===== config.mk =====
export PLATFORM = sky130hd
export DESIGN_NAME = esd_cell
export DESIGN_NICKNAME = d
export VERILOG_FILES = /design/src/design/euclidean_signed_divider_defines.svh /design/src/design/esd_pkg.sv /design/src/design/esd_cell.sv
export SDC_FILE = /design/constraint.sdc
export NUM_CORES = 1
export LEC_CHECK = 0
export ABC_AREA = 1
export BUFFER_PORTS_ARGS = -buffer_cell sky130_fd_sc_hd__buf_2
export CORE_MARGIN = 2
export CORE_UTILIZATION = 55
export CTS_CLUSTER_DIAMETER = 120
export DETAILED_ROUTE_END_ITERATION = 8
export PLACE_DENSITY = 0.86
export SYNTH_ARGS = -nofsm -noshare
export SYNTH_HDL_FRONTEND = slang
export SYNTH_SLANG_ARGS = --single-unit

===== constraint.sdc =====
create_clock -name clock -period 11.34 [get_ports clock]
set_clock_uncertainty 0.2 [all_clocks]
set_input_delay 3.402 -clock clock [delete_from_list [all_inputs] [get_ports clock]]
set_output_delay 3.402 -clock clock [all_outputs]
set_load 0.02 [all_outputs]

===== src/design/euclidean_signed_divider_defines.svh =====
// assertion macros for the euclidean signed divider
`ifndef EUCLIDEAN_SIGNED_DIVIDER_DEFINES_SVH
`define EUCLIDEAN_SIGNED_DIVIDER_DEFINES_SVH

`ifndef NO_ASSERTIONS

// same-cycle implication
`define ESD_ASSERT_IMPLIES(label, clk, rst, cond, prop) \
   label: assert property (@(posedge clk) disable iff (rst) (cond) |-> (prop)) \
      else $error("assertion failed: implication");

// next-cycle implication
`define ESD_ASSERT_NEXT(label, clk, rst, cond, prop) \
   label: assert property (@(posedge clk) disable iff (rst) (cond) |=> (prop)) \
      else $error("assertion failed: next-cycle implication");

`else

`define ESD_ASSERT_IMPLIES(label, clk, rst, cond, prop)
`define ESD_ASSERT_NEXT(label, clk, rst, cond, prop)

`endif

`endif


===== src/design/esd_pkg.sv =====
`default_nettype none
package esd_pkg;

   localparam int DATA_WIDTH = 32;

   // one item in flight through the cell chain
   typedef struct packed {
      logic                  valid;
      logic                  n_neg;
      logic                  d_neg;
      logic                  zero;
      logic [DATA_WIDTH-1:0] rem;
      logic [DATA_WIDTH-1:0] num;
      logic [DATA_WIDTH-1:0] div;
   } stage_type;

endpackage
`default_nettype wire


===== src/design/esd_cell.sv =====
`default_nettype none
module esd_cell (
   input  logic               clock,
   input  logic               reset,
   input  logic               advance,
   input  esd_pkg::stage_type prev_stage,
   output esd_pkg::stage_type next_stage
);
   import esd_pkg::*;

   stage_type             stage_ff;
   stage_type             stage_in;
   logic [DATA_WIDTH-1:0] shifted;
   logic [DATA_WIDTH:0]   trial;
   logic                  qbit;

   // one restoring step: shift in the next dividend bit, try a subtract
   always_comb begin
      shifted  = {prev_stage.rem[DATA_WIDTH-2:0], prev_stage.num[DATA_WIDTH-1]};
      trial    = {1'b0, shifted} - {1'b0, prev_stage.div};
      qbit     = ~trial[DATA_WIDTH];
      stage_in = prev_stage;
      stage_in.rem = qbit ? trial[DATA_WIDTH-1:0] : shifted;
      stage_in.num = {prev_stage.num[DATA_WIDTH-2:0], qbit};
   end

   always_ff @(posedge clock) begin
      if (reset) begin
         stage_ff.valid <= 1'b0;
      end else if (advance) begin
         stage_ff <= stage_in;
      end
   end

   assign next_stage = stage_ff;

endmodule
`default_nettype wire


# Word level (Yosys, flattened, before mapping)
# Index checks and enable logic that the tools add are counted.
# Widths: inputs -> output; s select.
dict set report word_totals {
  register_bits 100
  input_bits 103
  output_inout_bits 100
  elab_cells 12
}
dict set report op_classes {
  addsub 1
  n_mux 1
  bitwise 2
  n_reduce_logical 1
}
# cell count
set op_table {}
lappend op_table {{$sub 32x32->33} 1}
lappend op_table {{$mux 32} 1}
lappend op_table {{$not 1->1} 2}
lappend op_table {{$reduce_and 2->1} 1}

# Longest topological paths before layout
dict set report depth {
  ltp_word 2
  mapped_depth 16
}

# Worst setup path after synthesis
# OpenSTA, ideal clock, no wires.
dict set report synth_timing {
  path_type {input to register}
  from {input advance}
  to {register stage_ff, in the netlist next_stage[0], enable pin}
  setup_time_ns 0.561
  arrival_time_ns 7.611
  required_time_ns 10.579
  slack_ns 2.968
  path_stages 2
  path_cell_list {inv_1 nor2_1}
}
dict set report synth_via {
  elab_chain_cells 1
}
# item line
set synth_lines {}
lappend synth_lines {{start, declared} esd_cell.sv:5} ;# input logic advance,
lappend synth_lines {{$reduce_and 2->1 (no line)} n/a}
lappend synth_lines {{end signal, assigned} esd_cell.sv:31} ;# stage_ff <= stage_in;
lappend synth_lines {{end, declared} esd_cell.sv:11} ;# stage_type stage_ff;
# Every way passes these cells.
# A chain may end at the register's enable or synchronous reset.

==> results.md <==
- Entering global routing, the biggest net connects 74 pins.
- Sorting the synthesized cells by area gives the leading types as edfxtp_1 49%, nand2_1 18%, inv_1 9.4%, ha_1 6.6%, nand3_1 3.2%.
- Measured along the x axis, the die boundary spans 109 um.
- Setup repair after global routing left no endpoint under its margin.
- In the post-route analysis, the smallest setup slack over all paths is 5.50 ns.
- The post-CTS setup buffer count is 0.
- Summed over its instances, the top area cell type makes up 49.1% of the synthesized netlist area.
- The die covers 0.0119 mm^2.
- The number of resized instances in the post-cts repair step is 0.
- The antenna cell count is 0.
- The die boundary height is 109 um.
- For the worst-skew pair, the clock arrives at the later sink with an insertion delay of 0.36 ns.
- The global-route wire length before repair is 23.5 mm.
- Along the worst path, the maximum fanout reaches 36.
- The most frequent standard cell in the layout excluding fill and tap cells is nand2_1.
- The count of endpoints failing hold in the final timing report is 0.
- The fraction of final layout cells sized beyond drive strength 1 is 26.5%.
- The core region is 0.0108 mm^2.
- After detailed routing, the average wire length per cell comes to 13.8 um.
- The number of vias after detailed routing is 5308.
- The class of the most critical hold timing path is register to register.
- Pin placement for this block handled 203 I/O pins.
- The total grt overflow is 0.
- The combined flip-flop and latch cell area is 0.00299 mm^2.
- The number of nets handed over by synthesis was 884.
- The number of standard cells after synthesis is 748.
- The number of antenna violations at the first check in global routing came to 0.
- The average instance in the mapped netlist occupies 8.10 um^2.
- The mapped netlist covers 0.00606 mm^2.
- For the pin with the worst max-slew slack, the measured transition is 0.899 ns.
- The flow ran to the end, and the final reports show no timing, DRC or antenna violations.
- Final hold analysis gives a worst-case slack of 0.299 ns.
- TritonCTS built the clock tree.
- The final max-slew violation count is 0.
- Clock tree synthesis selected as its root buffer the cell clkbuf_8.
- The kind of critical path is input port to register.
- The clock slew seen by the registers of the worst setup and hold paths is 0.11 ns.
- Dividing the detail-routed via count by the number of cells gives 4.83.
- The count of max-cap constraint violations is 0.
- The wire-length estimate of the detail-placed layout is 12.1 mm.
- The leakage power is 0.00400 uW.
- The post-synthesis to final-layout area growth is 21.8%.
- Sequential elements use 49.4% of the synthesized area.
- Walking the worst path, the cells encountered are buf_2 > ha_1 > fa_1 > inv_1 > nand3_1 > nand3_1 > nand2_2 > nand2_4 > nand2_2 > nand2_2 > nand2_2 > nand2_4 > inv_4 > nand2_1 > nand2_1.
- The combinational power share is 27.4%.
- The internal portion of total power is 613 uW.
- The critical path arrival is 5.76 ns.
- For this configuration, the core starts out at a cell density of 56.1%.
- Hold repair after CTS inserted 0 buffers.
- The register with the most flip-flops in the layout has 100 of them.
- In this run the tightest slew margin relative to its limit is 40.1%.
- The net switching power is 320 uW.
- During synthesis, Yosys emitted a total of 0 warnings.
- Counting flops with an async set or reset pin after synthesis yields a share of 0%.
- VDD sags by at most 68.8 uV.
- For the final routed database, the setup TNS stands at 0 ns.
- CTS saw 100 sinks.
- The maximum single-stage delay on the critical path is 0.42 ns.
- Once detail routing completed, the nets flagged for antenna violations numbered 0.
- The buffer depth of the longest clock path is 2.
- The number of nets in the final layout is 1091.
- The final cycle utilization of the critical path is 51.5%.
- In this design, the critical path's most frequently occurring cell is nand2_2.
- The number of buffers inserted during clock tree synthesis is 9.
- The number of global-route vias before repair is 4986.
- The share of power burned in the clock network is 24.5%.
- Synthesis inferred 100 register bits.
- For this run, the total global-route usage over all layers was measured as 25.5%.
- The number of levels the H-tree was split into is 3.
- The sort of element at the end of the critical path is a register.
- The placed cell area is 0.00719 mm^2.
- The library cells used most frequently in the layout, excluding fill and tap cells, are 291 x nand2_1, 201 x buf_2, 151 x inv_1, 99 x edfxtp_1.
- The number of DRC violations after detailed routing is 0.
- The worst setup slack after placement is 5.12 ns.
- Of the total power, the share spent switching nets is 34.3%.
- For this run, the detailed router's first-pass iteration total came to 5.
- The power per unit of standard cell area is 126 mW/mm^2.
- The number of setup violations in the final report is 0.
- Counting I/O delays and the setup requirement, the final critical path takes 5.84 ns.
- The final layout contains routed wiring with a total length of 15.2 mm.
- In this run the core area contains 38 standard-cell rows.
- The slowest cell on the critical path is fa_1.
- The critical path required time is 11.26 ns.
- The count of buffers added on input and output ports is 201.
- Counting flops with a built-in enable in the synthesized netlist gives 99.
- The netlist uses 27 different library cells.
- Sequential cells account for 48.1% of the total power.
- The violation count after the first detailed-routing iteration is 341.
- For this run, the top clock speed supported by timing is 171 MHz.
- The final instance area is 0.00738 mm^2.
- The most used flip-flop cell after synthesis is edfxtp_1.
- The critical path launch point type is an input port.
- The cell type with the largest total area after synthesis is edfxtp_1.
- The congestion estimate from routability-driven global placement came to 0.890.
- The count of fill cells added during filler insertion is 920.
- The multi-input combinational cells in the finished layout cover a total of 0.00241 mm^2.
-- final cells by class --
cell class	instances	share of cell area [%]
multi-input combinational	484	32.7
clock buffer	9	1.68
clock inverter	7	0.916
inverter	158	8.07
tap	140	2.37
sequential	100	40.6
timing repair buffer	202	13.7
-- Yosys cell counts (2+ instances only) --
library cell	count
a21oi_2	2
buf_6	6
nand3_1	39
nand4_1	4
xor2_1	13
edfxtp_1	99
nand2_2	17
nor3_1	4
inv_1	151
nor2_1	40
a21oi_1	17
o21ai_0	2
ha_1	32
nor2_2	5
nand2_1	291
o21bai_1	5
xnor2_1	2
nand3b_1	4
inv_2	6
nand2_4	2
-- metal layers --
| layer | GRT usage [%] | vias up | share of wire [%] |
|---|---|---|---|
| met3 | 4.72 | 20 | 7.2 |
| met5 | 0 | - | 0 |
| met1 | 34.4 | 2365 | 45 |
| met2 | 42.8 | 192 | 47 |
| li1 | - | 2731 | - |
| met4 | 5.95 | 0 | 1.4 |
-- worst max-delay path, delay by kind of cell --
kind          cells  cell delay (ns)
fa+ha+maj         2             0.65
buf+inv           3             0.50
simple gates     10             1.21
-- kinds of logic after synthesis --
group | share of synthesized area [%]
buffers and inverters | 10.9
and+or+nand+nor | 28.0
xor gates and xnor gates | 2.17
DFF | 49.4
AOI/OAI and AO/OA | 2.56
adders and majority gates | 6.94
-- per-stage QoR --
stage | util (%) | instances | power (uW)
4_1_cts | 68.4 | 1100 | 938
2_1_floorplan | - | 748 | 634
3_5_place_dp | 66.6 | 1084 | 712
3_3_place_gp | 66.6 | 1084 | 704
6_report | 68.4 | 1100 | 933
5_1_grt | 68.4 | 1100 | 985
-- power by group through the flow --
stage	logic, uW	registers (uW)	clock network [uW]
floorplan	137	497	0
global placement	248	456	0
detailed placement	255	458	0
CTS	256	450	233
global route	286	452	248
finish	256	449	228
-- final timing paths --
check | from | to | slack [ns] | cells past startpoint
hold reg to reg | next_stage[99] | next_stage[99] | 0.30 | 2
setup / recovery | prev_stage[0] | next_stage[79] | 5.50 | 15
hold / removal | next_stage[99] | next_stage[99] | 0.30 | 2
setup reg to reg | next_stage[99] | next_stage[99] | 10.53 | 2
Note: power is estimated with default switching activity, not from simulation.
