<file path="src/design/euclidean_signed_divider_defines.svh">
// assertion macros for the euclidean signed divider
`ifndef EUCLIDEAN_SIGNED_DIVIDER_DEFINES_SVH
`define EUCLIDEAN_SIGNED_DIVIDER_DEFINES_SVH

`ifndef NO_ASSERTIONS

// same-cycle implication
`define ESD_ASSERT_IMPLIES(label, clk, rst, cond, prop) \
   label: assert property (@(posedge clk) disable iff (rst) (cond) |-> (prop)) \
      else $error("assertion failed: implication");

// next-cycle implication
`define ESD_ASSERT_NEXT(label, clk, rst, cond, prop) \
   label: assert property (@(posedge clk) disable iff (rst) (cond) |=> (prop)) \
      else $error("assertion failed: next-cycle implication");

`else

`define ESD_ASSERT_IMPLIES(label, clk, rst, cond, prop)
`define ESD_ASSERT_NEXT(label, clk, rst, cond, prop)

`endif

`endif

</file>
<file path="src/design/esd_pkg.sv">
`default_nettype none
package esd_pkg;

   localparam int DATA_WIDTH = 32;

   // one item in flight through the cell chain
   typedef struct packed {
      logic                  valid;
      logic                  n_neg;
      logic                  d_neg;
      logic                  zero;
      logic [DATA_WIDTH-1:0] rem;
      logic [DATA_WIDTH-1:0] num;
      logic [DATA_WIDTH-1:0] div;
   } stage_type;

endpackage
`default_nettype wire

</file>
<file path="src/design/esd_fix.sv">
`default_nettype none
module esd_fix (
   input  logic               clock,
   input  logic               reset,
   input  logic               advance,
   input  esd_pkg::stage_type prev_stage,
   output esd_pkg::stage_type next_stage
);
   import esd_pkg::*;

   stage_type stage_ff;
   stage_type stage_in;
   logic      adjust;

   // negative dividend with a nonzero raw remainder: bump magnitude, flip remainder
   always_comb begin
      adjust   = prev_stage.n_neg && (prev_stage.rem != '0);
      stage_in = prev_stage;
      stage_in.num = prev_stage.num + {{(DATA_WIDTH-1){1'b0}}, adjust};
      stage_in.rem = adjust ? (prev_stage.div - prev_stage.rem) : prev_stage.rem;
   end

   always_ff @(posedge clock) begin
      if (reset) begin
         stage_ff.valid <= 1'b0;
      end else if (advance) begin
         stage_ff <= stage_in;
      end
   end

   assign next_stage = stage_ff;

endmodule
`default_nettype wire

</file>
<file path="config.mk">
export PLATFORM = sky130hd
export DESIGN_NAME = esd_fix
export DESIGN_NICKNAME = d
export VERILOG_FILES = /design/src/design/euclidean_signed_divider_defines.svh /design/src/design/esd_pkg.sv /design/src/design/esd_fix.sv
export SDC_FILE = /design/constraint.sdc
export NUM_CORES = 1
export LEC_CHECK = 0
export CAP_MARGIN = 20
export CORE_MARGIN = 2
export CORE_UTILIZATION = 41
export CTS_BUF_LIST = sky130_fd_sc_hd__clkbuf_8
export DETAILED_ROUTE_END_ITERATION = 12
export DONT_BUFFER_PORTS = 1
export PLACE_DENSITY = 0.64
export SYNTH_ARGS = -nofsm -noshare
export SYNTH_HDL_FRONTEND = slang
export SYNTH_SLANG_ARGS = --single-unit
</file>
<file path="constraint.sdc">
create_clock -name clock -period 11 [get_ports clock]
set_clock_uncertainty 0.1 [all_clocks]
set_input_delay 2.2 -clock clock [delete_from_list [all_inputs] [get_ports clock]]
set_output_delay 2.2 -clock clock [all_outputs]
set_load 0.005 [all_outputs]
</file>
# Word level (Yosys, flattened, before mapping)
# Index checks and enable logic that the tools add are counted.
totals:
  register_bits: 100
  latch_bits: 0
  mem_bits_rw: 0
  rom_bits: 0
  output_inout_bits: 100
  word_cells: 14
  mem_count: 0
classes:
  add_sub_neg: 2
  multipliers: 0
  div_mod_pow: 0
  magnitude_cmp: 0
  n_eq_ne: 0
  shifts: 0
  muxes: 1
  n_bitwise: 1
  reduce_logical: 3
ops:
  columns: ["op", "n"]
  rows:
  - ["32-bit by 1-bit adder with 32-bit output", 1]
  - ["32-bit two-way mux", 1]
  - ["32-bit nonzero test", 1]
  - ["32-bit subtractor", 1]
  - ["2-bit AND reduction", 1]
  - ["1-bit logical AND", 1]
  - ["1-bit inverter", 1]

# Logic depth before layout (Yosys ltp)
# Gate-level depths: netlist of the first run.
depth:
  ltp_word: 3
  mapped_depth: 12
  mapped_depth_nobuf: 12

# Least setup slack after synthesis of the first run
# No wires, ideal clock.
synth_path:
  path_type: "in2reg"
  startpoint: "input reset"
  endpoint: "register stage_ff (netlist bit next_stage[0]), enable pin"
  setup_ns: 0.571
  arrival_ns: 6.604
  required_time_ns: 10.329
  path_slack_ns: 3.725
  cell_stages: 1
  cell_sequence: "nor2b_1"
synth_between:
  elab_chain_cells: 2
synth_rtl:
  columns: ["item", "line", "text"]
  rows:
  - ["start: declaration", "esd_fix.sv:4", "input logic reset,"]
  - ["1-bit inverter (no source line)", null, null]
  - ["2-bit AND reduction (no source line)", null, null]
  - ["end signal: assignment", "esd_fix.sv:27", "stage_ff <= stage_in;"]
  - ["end: declaration", "esd_fix.sv:11", "stage_type stage_ff;"]
# Every way passes these cells.
# A chain may end at the register's enable or synchronous reset.

==> metrics.md, run 1 <==
| Metric | Value |
|---|---|
| Max-Cap Viols | `0` |
| H-tree levels | `3` |
| Switching share of power | `0.2715` |
| Worst hold stages | `2` |
| Top cell type by total area after synthesis | `edfxtp_1` |
| Fillers | `around 1300` |
| Number of synthesis warnings | `0` |
| Clk pwr share | `0.304` |
| Port Buffers | `0` |
| Largest net degree at the start of global routing | `72` |
| Starting density of the core | `0.4218` |
| Avg Inst Size Synth | `10.89 sq um` |
| Hold WS | `0.4318 ns` |
| Crit path launch type | `primary input` |
| Setup crit end kind | `flop` |
| Drt first pass iters | `4` |
| Grt total ovfl | `0` |
| Relative slew slack | `0.3382` |
| Worst Slack Setup Final | `6.274 ns` |
| Setup_tns | `0 ns` |
| Cell Area, Synth | `roughly 5900 sq um` |
| Number of DRC markers after the initial detailed-route iteration | `around 240` |
| Post-synthesis mux area share | `0.001696` |
| CTS buffer count | `9` |
| Synth top area share | `0.5038` |
| DRC viols | `0` |
| Clk slew on worst S/H paths | `0.10 ns` |
| Total Routing Usage GR | `0.1891` |
| Peak VDD IR | `around 0.052 mV` |
| Max Slew Vio Count | `0` |
| Worst flop-to-flop path endpoint | `next_stage[99]` |
| Post-layout util | `0.4484` |
| Adder-cell share of the synthesized area | `0.07549` |
| Via Count | `4232` |
| Hold WC Path Type | `flop to flop` |
| Final Critical Period | `4.726 ns` |
| Max FFs per register | `100` |
| Crit path from | `prev_stage[86]` |
| Mapped Nets | `a little under 700` |
| P_leak | `around 2.3 nW` |
| CP max FO | `7` |
| Internal power | `roughly 0.00064 W` |
| First-pass GRT wire length | `approximately 22000 um` |
| GPL Wtd Cong | `~0.8` |
| Worst skew pair latency | `between 0.3 and 0.4 ns` |
| Simple-gate share of the synthesized area | `0.1436` |
| Power share of the combinational group | `0.161` |
| Slew at the pin closest to its max-slew limit | `just under 1 ns` |
| Row cnt | `between 40 and 50` |
| Setup repair bufs after CTS | `0` |
| Fmax | `0.2116 GHz` |
| Hold Fails Final Rpt | `0` |
| # hold bufs at CTS | `0` |
| Die span in y | `around 120 um` |
| Sequential share of power | `0.535` |
| Synth Area in XOR/XNOR | `0.07570` |
| Unrepaired setup endpoints after global routing | `false` |
| Max clock buf depth | `2` |
| Final std cells w/o fill | `roughly 720` |
| Routed WL | `approximately 15000 um` |
| Sink Count | `100` |
| Synth area leaders | `edfxtp_1 (50%), ha_1 (7.2%), xnor2_1 (5.0%)` |
| Area delta synth->final | `6.298%` |
| Post-synth EDFFs | `just under 100` |
| Synth Instances | `roughly 540` |
| Worst Path Required | `between 10 and 15 ns` |
| Die ar. | `~15000 sq um` |
| Pre-CTS worst setup slack | `around 5.9 ns` |
| Primary flip-flop cell chosen by synthesis mapping | `edfxtp_1` |
| Post-cts sizing count | `0` |
| Ports | `roughly 200` |
| Die Wd | `around 120 um` |
| Net switching power | `0.0002389 W` |
| Status | `finished, final reports clean` |
| Final period utilization | `0.4296` |
| Routed Antenna Nets | `0` |
| Synth Register Bits | `100` |
| Reg2Reg Setup Slack | `roughly 10 ns` |
| Synth Area in Compound Gates | `0.1522` |
| CTS tree | `built` |
| Layout cells sized above 1 | `0.06985` |
| Netlist cell types | `62` |
| Hpwl dp | `about 11000 um` |
| Core area | `roughly 14000 sq um` |
| Worst setup path endpoint | `next_stage[58]` |
| Root buffer cell | `clkbuf_8` |
| Setup violators final | `0` |
| DP Cell Count | `just over 700` |
| Nets@finish | `just under 700` |
| Pwr Density | `140.3 nW/um^2` |
| Via-to-Cell Ratio | `5.845` |
| Routed length per instance | `about 21 um` |
| Vias in the first global route | `between 4000 and 5000` |
| Seq/Total Area, Yosys | `0.5072` |
| Initial antenna violation count | `0` |
| R2R Path Start | `next_stage[99]` |
| Type of the worst setup path | `primary input to flop` |
| Ant diodes | `0` |
| Arrival time of the worst setup path | `roughly 4.8 ns` |
| Largest family of logic cells by synthesized area | `compound AO/OA/AOI/OAI gates` |
| Post-synth ARST share | `0` |
| FF-to-FF path depth | `2` |
==> critical path, cell delays in order <==
cell	delay, ns
nor4_1	0.61
nand4_1	0.26
o21ai_4	0.18
inv_1	0.18
ha_1	0.24
ha_1	0.20
nand3_1	0.13
nor2_1	0.12
and3_1	0.25
nand3_1	0.17
nor2_1	0.08
xor2_1	0.14
==> cells by family (layout without fill, tap and decap cells) <==
kind of cell / Yosys count / after routing
simple gates: 169 / 169
fa+ha+maj: 35 / 35
mux: 1 / 1
xor+xnor: 51 / 51
compound gates: 129 / 129
flops: 100 / 100
buf+inv: 57 / 59
==> cells in the final DEF, fill, tap and decap left out, types with 4 or more instances in the layout <==
| cell type | netlist | layout |
|---|---|---|
| a31oi_1 | 4 | 4 |
| nand4_1 | 13 | 13 |
| a21o_1 | 17 | 17 |
| xor2_1 | 17 | 17 |
| o21a_1 | 4 | 4 |
| clkbuf_8 | 3 | 9 |
| o21ai_0 | 40 | 40 |
| nand3_1 | 26 | 26 |
| edfxtp_1 | 99 | 99 |
| ha_1 | 34 | 34 |
| nor3_1 | 9 | 9 |
| nor4_1 | 9 | 9 |
| a21oi_1 | 27 | 27 |
| o31ai_1 | 4 | 4 |
| nor2b_1 | 5 | 4 |
| inv_1 | 41 | 41 |
| and3_1 | 10 | 10 |
| xnor2_1 | 34 | 34 |
| nand2_1 | 54 | 54 |
| nor2_1 | 20 | 20 |
| nand2b_1 | 5 | 5 |
==> how the worst min path moves through the flow <==
stage / from / endpoint
6_report: next_stage[99] / next_stage[99]
5_1_grt: next_stage[99] / next_stage[99]
4_1_cts: next_stage[99] / next_stage[99]
3_5_place_dp: next_stage[99] / next_stage[99]
3_3_place_gp: next_stage[99] / next_stage[99]
2_1_floorplan: next_stage[99] / next_stage[99]
==> through the flow <==
step                area, sq um  total power, W
floorplan                  5901       0.0005899
global placement           6050       0.0006189
detailed placement         6050       0.0006214
CTS                        6272       0.0008895
global route               6272       0.0009212
finish                     6272       0.0008800
==> layer usage <==
metal | up-vias | global-route usage | part of all wire
met4 | 0 | 0.06180 | 0.017
met1 | 2021 | 0.2228 | 0.41
met3 | 17 | 0.08379 | 0.11
met5 | - | 0 | 0
li1 | 1997 | - | -
met2 | 197 | 0.3094 | 0.46
==> power groups by stage <==
stage | Combinational [W] | Clock (W) | Sequential (W)
after floorplan | 0.000114 | 0 | 0.000475
after global placement | 0.000139 | 0 | 0.000480
after detailed placement | 0.000141 | 0 | 0.000480
after CTS | 0.000142 | 0.000276 | 0.000472
after global routing | 0.000158 | 0.000289 | 0.000475
final | 0.000142 | 0.000267 | 0.000471
==> layout make-up <==
type	count	area (sq um)	share of cell area
multi-input cells	385	2663	0.4245
repair buffers	2	15.01	0.002394
clock inverters	7	98.84	0.01576
inverters	41	153.9	0.02454
well taps	180	225.2	0.03591
flip-flops and latches	100	2993	0.4772
clock buffers	9	123.9	0.01975
==> Yosys cell counts (3+ instances only) <==
cell type,count
o21a_1,4
ha_1,34
a21oi_1,27
nor2_1,20
clkbuf_1,5
nor3_1,9
nand2_1,54
xor2_1,17
clkbuf_8,3
inv_1,41
nand2b_1,5
o31ai_1,4
edfxtp_1,99
a31oi_1,4
or4_1,3
a211oi_1,3
nor3b_1,3
a21o_1,17
o21ai_0,40
nand4_1,13
a21o_2,3
nand3_1,26
xnor2_1,34
nor4_1,9
nor2b_1,5
and3_1,10
Power figures use the tool's default switching activity.
==> inputs of run 2 (changes only) <==
--- a/config.mk
+++ b/config.mk
@@ -5,6 +5,7 @@
 export SDC_FILE = /design/constraint.sdc
 export NUM_CORES = 1
 export LEC_CHECK = 0
+export ABC_AREA = 1
 export CAP_MARGIN = 20
 export CORE_MARGIN = 2
 export CORE_UTILIZATION = 41
==> constraint.sdc (replaced) <==
create_clock -name clock -period 4.9 [get_ports clock]
set_clock_uncertainty 0.1 [all_clocks]
set_input_delay 0.98 -clock clock [delete_from_list [all_inputs] [get_ports clock]]
set_output_delay 0.98 -clock clock [all_outputs]
set_load 0.005 [all_outputs]
==> run 2 against run 1 <==
  * Critical path depth increased by 3
  * Final cell count is 54% higher
  * Flip-flop and latch count unchanged
  * Count of clock-buffer cells in the layout rose by 1
  * Register-to-register slack worse by 6.1 ns
  * Sequential share of layout area shrank 6.5 points
  * Via count grew 29%
  * Non-clock buffer count is 2 higher
  * Cell area increased by 16%
==> metrics.md, run 2 <==
| Metric | Value |
|---|---|
| Status | `finished, final reports clean` |
| Initial antenna violation count | `0 (unchanged)` |
| Ant diodes | `0 (unchanged)` |
| Worst skew pair latency | `0.37 ns (about the same)` |
| # hold bufs at CTS | `0 (unchanged)` |
| Post-synth EDFFs | `99 (unchanged)` |
| GPL Wtd Cong | `0.9368 (+14%)` |
| Routed WL | `18300 um (+22%)` |
| Cell Area, Synth | `6807 sq um (+15%)` |
| Netlist cell types | `32 (-48%)` |
| Primary flip-flop cell chosen by synthesis mapping | `edfxtp_1` |
| Most numerous cell in the Yosys netlist | `nand2_1` |
| Number of synthesis warnings | `0 (unchanged)` |
| Setup violators final | `0 (unchanged)` |
| Hold wc startpoint | `next_stage[99]` |
| Fmax | `between 0.2 and 0.3 GHz` |
| Largest net degree at the start of global routing | `65 (-9.7%)` |
| Switching share of power | `0.3062 (+0.03471)` |
| Vias in the first global route | `5375 (+33%)` |
| Post-synth ARST share | `0 (unchanged)` |
| Most frequent cells in the layout | `nand2_1 (322), inv_1 (167), edfxtp_1 (99), nor2_1 (60), nand3_1 (53)` |
| Commonest non-fill, non-tap cell in the layout | `nand2_1` |
| Clk pwr share | `0.259 (-0.045)` |
| DRC viols | `0 (unchanged)` |
| Hold WC Path Type | `flop to flop` |
| Hpwl dp | `14970 um (+30%)` |
| Max Slew Vio Count | `0 (unchanged)` |
| Synth top area share | `0.4368 (-0.06705)` |
| Commonest cells in the netlist | `nand2_1 (322), inv_1 (166), edfxtp_1 (99), nor2_1 (61), nand3_1 (53)` |
| Number of DRC markers after the initial detailed-route iteration | `269 (+13%)` |
| Final period utilization | `0.6809` |
| Sink Count | `100 (unchanged)` |
| Drt first pass iters | `5 (+1)` |
| Hold WS | `0.3835 ns (-0.04828 ns)` |
| Peak VDD IR | `0.1111 mV (+110%)` |
| Via Count | `5461 (+29%)` |
| Layout cells sized above 1 | `0.05128 (-0.01857)` |
| Port Buffers | `0 (unchanged)` |
| R2R Path Start | `next_stage[99]` |
| Type of the worst setup path | `primary input to flop` |
| Routed length per instance | `16.38 um (-21%)` |
| Power share of the combinational group | `0.200 (+0.039)` |
| Area delta synth->final | `6.581%` |
| Die Wd | `132.8 um (+7.2%)` |
| CP max FO | `9 (+2)` |
| Via-to-Cell Ratio | `4.889 (-16%)` |
| Worst Path Required | `4.93 ns (-6.11 ns)` |
| Core area | `16410 sq um (+17%)` |
| Max stage delay cell, worst path | `nor4_1` |
| Internal power | `0.001349 W (+110%)` |
| Root buffer cell | `clkbuf_8` |
| H-tree levels | `3 (unchanged)` |
| Synth Instances | `883 (+63%)` |
| Clk slew on worst S/H paths | `0.09 ns (about the same)` |
| Sequential share of power | `0.541 (+0.006)` |
| Pwr Density | `268.1 nW/um^2 (+91%)` |
| Total Routing Usage GR | `0.2097 (+0.02055)` |
| Row cnt | `47 (+9.3%)` |
| Slew at the pin closest to its max-slew limit | `1.015 ns (+0.02441 ns)` |
| Die ar. | `17650 sq um (+15%)` |
| Routed Antenna Nets | `0 (unchanged)` |
| Max-Cap Viols | `0 (unchanged)` |
| Unrepaired setup endpoints after global routing | `false` |
| Die span in y | `132.8 um (+7.2%)` |
| Avg Inst Size Synth | `7.708 sq um (-29%)` |
| Arrival time of the worst setup path | `3.37 ns (-1.40 ns)` |
| Synth Register Bits | `100 (unchanged)` |
| Relative slew slack | `0.3218 (-0.01648)` |
| Grt total ovfl | `0 (unchanged)` |
| Setup_tns | `0 ns (unchanged)` |
| First-pass GRT wire length | `28340 um (+31%)` |
| Critical path cell sequence | `nor4_1, nand3_1, nor2_1, nor2_1, ha_1, ha_1, nand3_2, inv_2, nand2_4, nor2_8, nand2_4, nor2_4, nand2_2, nor2_2, xor2_1` |
| Top cell type by total area after synthesis | `edfxtp_1` |
| Mapped Nets | `1021 (+50%)` |
| Slowest stage delay, CP | `0.62 ns (about the same)` |
| Crit path from | `prev_stage[86]` |
| Seq/Total Area, Yosys | `0.4397 (-0.06750)` |
| P_leak | `3.529 nW (+51%)` |
| Final Critical Period | `about 3.3 ns` |
| Setup repair bufs after CTS | `0 (unchanged)` |
| Net switching power | `0.0005955 W (+150%)` |
| Dpl cell area | `7077 sq um (+17%)` |
| Power, Total | `0.001945 W (+120%)` |
| Hold Fails Final Rpt | `0 (unchanged)` |
| Crit path launch type | `primary input` |
| CTS tree | `built` |
| Starting density of the core | `0.4149 (-0.006969)` |
| Setup crit end kind | `flop` |
| Cell area after layout | `7254 sq um (+16%)` |
| Nets@finish | `1030 (+52%)` |
| CTS buffer count | `9 (unchanged)` |
| Max FFs per register | `100 (unchanged)` |
| Synth area leaders | `edfxtp_1 (44%), nand2_1 (18%), inv_1 (9.2%)` |
| Post-layout util | `0.4422 (-0.006233)` |
| Ports | `203 (unchanged)` |
| Max clock buf depth | `2 (unchanged)` |
| Post-cts sizing count | `0 (unchanged)` |
run 2: layer usage:
layer  up-vias  part of all wire  routed length, um  track usage
met2       204              0.48               8865       0.3636
met1      2423              0.41               7584       0.2510
met5         -                 0                  0            0
met3        26             0.078               1431      0.05709
li1       2808                 -                  -            -
met4         0             0.023                420      0.07228
run 2: path summary, 6_finish.rpt:
path | endpoint | slack, ns | cells past startpoint
max reg2reg | next_stage[99] | 4.21 | 2
min | next_stage[99] | 0.38 | 2
max | next_stage[62] | 1.56 | 15
min reg2reg | next_stage[99] | 0.38 | 2
run 2: stage by stage:
stage,cells,setup slack (ns)
floorplan,883,0.7833
global placement,1101,1.224
detailed placement,1101,1.178
CTS,1117,1.610
global route,1117,1.463
finish,1117,1.564
run 2: cell families after synthesis:
logic type               Yosys count  share of synthesized area
AO/OA/AOI/OAI                     35                    0.02849
XOR/XNOR                          40                    0.05147
AND/OR/NAND/NOR                  499                     0.3142
buffers and inverters            174                     0.1007
flip-flops                       100                     0.4397
adder cells (fa/ha/maj)           35                    0.06544
run 2: power by group through the flow:
stage                     Combinational [W]  Clock [W]  Sequential [W]
after detailed placement           0.000387          0         0.00107
after global placement             0.000383          0         0.00107
after floorplan                    0.000295          0         0.00106
after global routing               0.000445   0.000553         0.00106
after CTS                          0.000388   0.000529         0.00106
final                              0.000388   0.000504         0.00105
run 2: final cells by class:
type | instances | area, sq um
Clock buffer | 10 | 137.6
Sequential cell | 100 | 2993
Multi-Input combinational cell | 609 | 3136
Fill cell | 1652 | 9153
Inverter | 168 | 630.6
Timing Repair Buffer | 4 | 42.54
Tap cell | 220 | 275.3
Clock inverter | 6 | 40.04
run 2: critical path: cells and delay by family:
family | cells | cell delay, ns
buf+inv | 1 | 0.05
simple gates | 11 | 1.77
xor+xnor | 1 | 0.14
fa+ha+maj | 2 | 0.44
==> inputs of run 3 (changes only) <==
--- a/config.mk
+++ b/config.mk
@@ -12,7 +12,7 @@
 export CTS_BUF_LIST = sky130_fd_sc_hd__clkbuf_8
 export DETAILED_ROUTE_END_ITERATION = 12
 export DONT_BUFFER_PORTS = 1
-export PLACE_DENSITY = 0.64
+export PLACE_DENSITY = 0.66
 export SYNTH_ARGS = -nofsm -noshare
 export SYNTH_HDL_FRONTEND = slang
 export SYNTH_SLANG_ARGS = --single-unit
==> constraint.sdc (replaced) <==
create_clock -name clock -period 2.9 [get_ports clock]
set_clock_uncertainty 0.1 [all_clocks]
set_input_delay 0.58 -clock clock [delete_from_list [all_inputs] [get_ports clock]]
set_output_delay 0.58 -clock clock [all_outputs]
set_load 0.005 [all_outputs]
==> run 3 against run 2 <==
  * Register-to-register slack got worse by 2.0 ns
  * Sequential share of layout area decreased by 0.87 points
  * Critical path depth unchanged
  * Setup slack got worse by 1.3 ns
  * First-iteration DRC count increased by 9.7%
  * Combinational power increased by 69%
  * Clock power increased by 85%
  * Non-clock buffer count increased by 18
  * Count of clock-buffer cells in the layout decreased by 1
  * Global-route usage decreased by 0.34 points
==> metrics.md, run 3 (synthesis results as in run 2) <==
| Metric | Value |
|---|---|
| Status | `finished, final reports clean` |
| Starting density of the core | `0.4149 (unchanged)` |
| Root buffer cell | `clkbuf_8` |
| Post-cts sizing count | `0 (unchanged)` |
| Final Critical Period | `2.591 ns` |
| Final std cells w/o fill | `1135 (+1.6%)` |
| Cell area after layout | `7411 sq um (+2.2%)` |
| Ant diodes | `0 (unchanged)` |
| H-tree levels | `3 (unchanged)` |
| Layout cells sized above 1 | `0.06995 (+0.01866)` |
| Crit path launch type | `primary input` |
| Commonest non-fill, non-tap cell in the layout | `nand2_1` |
| Die ar. | `17650 sq um (unchanged)` |
| Sequential share of power | `0.528 (-0.013)` |
| Row cnt | `47 (unchanged)` |
| Type of the worst setup path | `primary input to flop` |
| Fillers | `1609 (-2.6%)` |
| Most frequent cells in the layout | `nand2_1 (322), inv_1 (167), edfxtp_1 (99), nor2_1 (60), nand3_1 (53)` |
| Register area | `2993 sq um (unchanged)` |
| Setup violators final | `0 (unchanged)` |
| Number of DRC markers after the initial detailed-route iteration | `295 (+9.7%)` |
| Switching share of power | `0.2996 (-0.006622)` |
| Setup repair bufs after CTS | `0 (unchanged)` |
| Sink Count | `100 (unchanged)` |
| CTS tree | `built` |
| P_leak | `3.615 nW (+2.4%)` |
| Setup crit end kind | `flop` |
| Unrepaired setup endpoints after global routing | `false` |
| Internal power | `0.002356 W (+75%)` |
| Hpwl dp | `14780 um (-1.3%)` |
| Dpl cell area | `7212 sq um (+1.9%)` |
| Pre-CTS worst setup slack | `-0.1493 ns (-1.328 ns)` |
| Max Slew Vio Count | `0 (unchanged)` |
| Final period utilization | `0.8933` |
| Drt first pass iters | `5 (unchanged)` |
| Grt total ovfl | `0 (unchanged)` |
| Max clock buf depth | `2 (unchanged)` |
| Routed Antenna Nets | `0 (unchanged)` |
| Ports | `203 (unchanged)` |
| Worst Slack Setup Final | `0.3093 ns (-1.255 ns)` |
| Port Buffers | `0 (unchanged)` |
| Die Wd | `132.8 um (unchanged)` |
| Initial antenna violation count | `0 (unchanged)` |
| Largest net degree at the start of global routing | `63 (-3.1%)` |
| Total Routing Usage GR | `0.2063 (-0.003375)` |
| Arrival time of the worst setup path | `2.64 ns (-0.73 ns)` |
| DP Cell Count | `1119 (+1.6%)` |
| Via Count | `5560 (+1.8%)` |
| Net switching power | `0.001008 W (+69%)` |
| Fmax | `slightly below 0.4 GHz` |
| CP max FO | `3 (-6)` |
| Die span in y | `132.8 um (unchanged)` |
| Hold Fails Final Rpt | `0 (unchanged)` |
| DRC viols | `0 (unchanged)` |
| Clk pwr share | `0.277 (+0.018)` |
| Clk slew on worst S/H paths | `0.10 ns (about the same)` |
| Max FFs per register | `100 (unchanged)` |
| Max-Cap Viols | `0 (unchanged)` |
| Relative slew slack | `0.6388 (+0.3171)` |
| Via-to-Cell Ratio | `4.899 (+0.20%)` |
| Power share of the combinational group | `0.195 (-0.005)` |
| Hold WC Path Type | `primary input to flop` |
| First-pass GRT wire length | `27910 um (-1.5%)` |
| Peak VDD IR | `0.1926 mV (+73%)` |
| Multi-input gate area | `3136 sq um (unchanged)` |
| Core area | `16410 sq um (unchanged)` |
| Vias in the first global route | `5496 (+2.3%)` |
| Routed length per instance | `15.87 um (-3.2%)` |
| Worst Path Required | `2.95 ns (-1.98 ns)` |
| Pwr Density | `453.9 nW/um^2 (+69%)` |
| Worst skew pair latency | `0.39 ns (+0.02 ns)` |
| GPL Wtd Cong | `0.9006 (-3.9%)` |
| Hold WS | `0.1398 ns (-0.2437 ns)` |
| CTS buffer count | `9 (unchanged)` |
| Area delta synth->final | `8.879%` |
| Slew at the pin closest to its max-slew limit | `0.5368 ns (-0.4781 ns)` |
| Routed WL | `18010 um (-1.6%)` |
| # hold bufs at CTS | `0 (unchanged)` |
| Nets@finish | `1048 (+1.7%)` |
==> run 3: changes by cell type in the layout (fill, tap and decap cells not counted) <==
cell | before | now
inv_6 | 1 | 3
clkinv_2 | 2 | 0
buf_4 | 3 | 21
clkinvlp_4 | 0 | 2
bufinv_16 | 0 | 1
clkinv_4 | 2 | 0
clkbuf_8 | 10 | 9
==> run 3: worst max-delay path, stage by stage <==
cell and delay, ns:
nor4_1 0.50, nand3_1 0.30, nor2_1 0.16, nor2_1 0.08
ha_1 0.19, ha_1 0.20, nand3_2 0.08, inv_2 0.05
nand2_4 0.08, nor2_8 0.04, nand2_4 0.08, nor2_4 0.05
nand2_2 0.07, nor2_2 0.04, xor2_1 0.13
==> run 3: final timing paths <==
path                                     start              to  slack, ns  cells past startpoint
worst max register to register  next_stage[99]  next_stage[99]       2.22                      2
worst min-delay path                     reset  next_stage[99]       0.14                      1
worst max-delay path            prev_stage[90]  next_stage[62]       0.31                     15
worst min register to register  next_stage[99]  next_stage[99]       0.38                      2
==> run 3: final cells by class <==
type                       count  share of cell area
inverter                     168             0.08509
sequential                   100              0.4038
multi-input combinational    609              0.4231
timing repair buffer          22             0.02397
clock inverter                 7             0.01013
tap                          220             0.03714
clock buffer                   9             0.01671
==> run 3: power groups by stage <==
stage	registers, W	clock network [W]	logic (W)
global route	0.00179	0.00101	0.000751
floorplan	0.00179	0	0.000498
finish	0.00178	0.000933	0.000655
detailed placement	0.00181	0	0.000652
CTS	0.00178	0.000969	0.000656
global placement	0.00181	0	0.000648
==> run 3: per-layer routing <==
layer / GRT usage / up-vias / routed length [um]
met5: 0 / - / 0
met4: 0.09080 / 0 / 534
met3: 0.05402 / 35 / 1466
met2: 0.3590 / 211 / 8670
met1: 0.2392 / 2480 / 7337
li1: - / 2834 / -
==> run 3: stage by stage <==
| step | setup TNS (ns) | total power, W | util |
|---|---|---|---|
| floorplan | 0 | 0.002292 | - |
| global placement | -1.112 | 0.002460 | 0.4396 |
| detailed placement | -0.7825 | 0.002464 | 0.4396 |
| CTS | 0 | 0.003405 | 0.4517 |
| global route | 0 | 0.003551 | 0.4517 |
| finish | 0 | 0.003363 | 0.4517 |
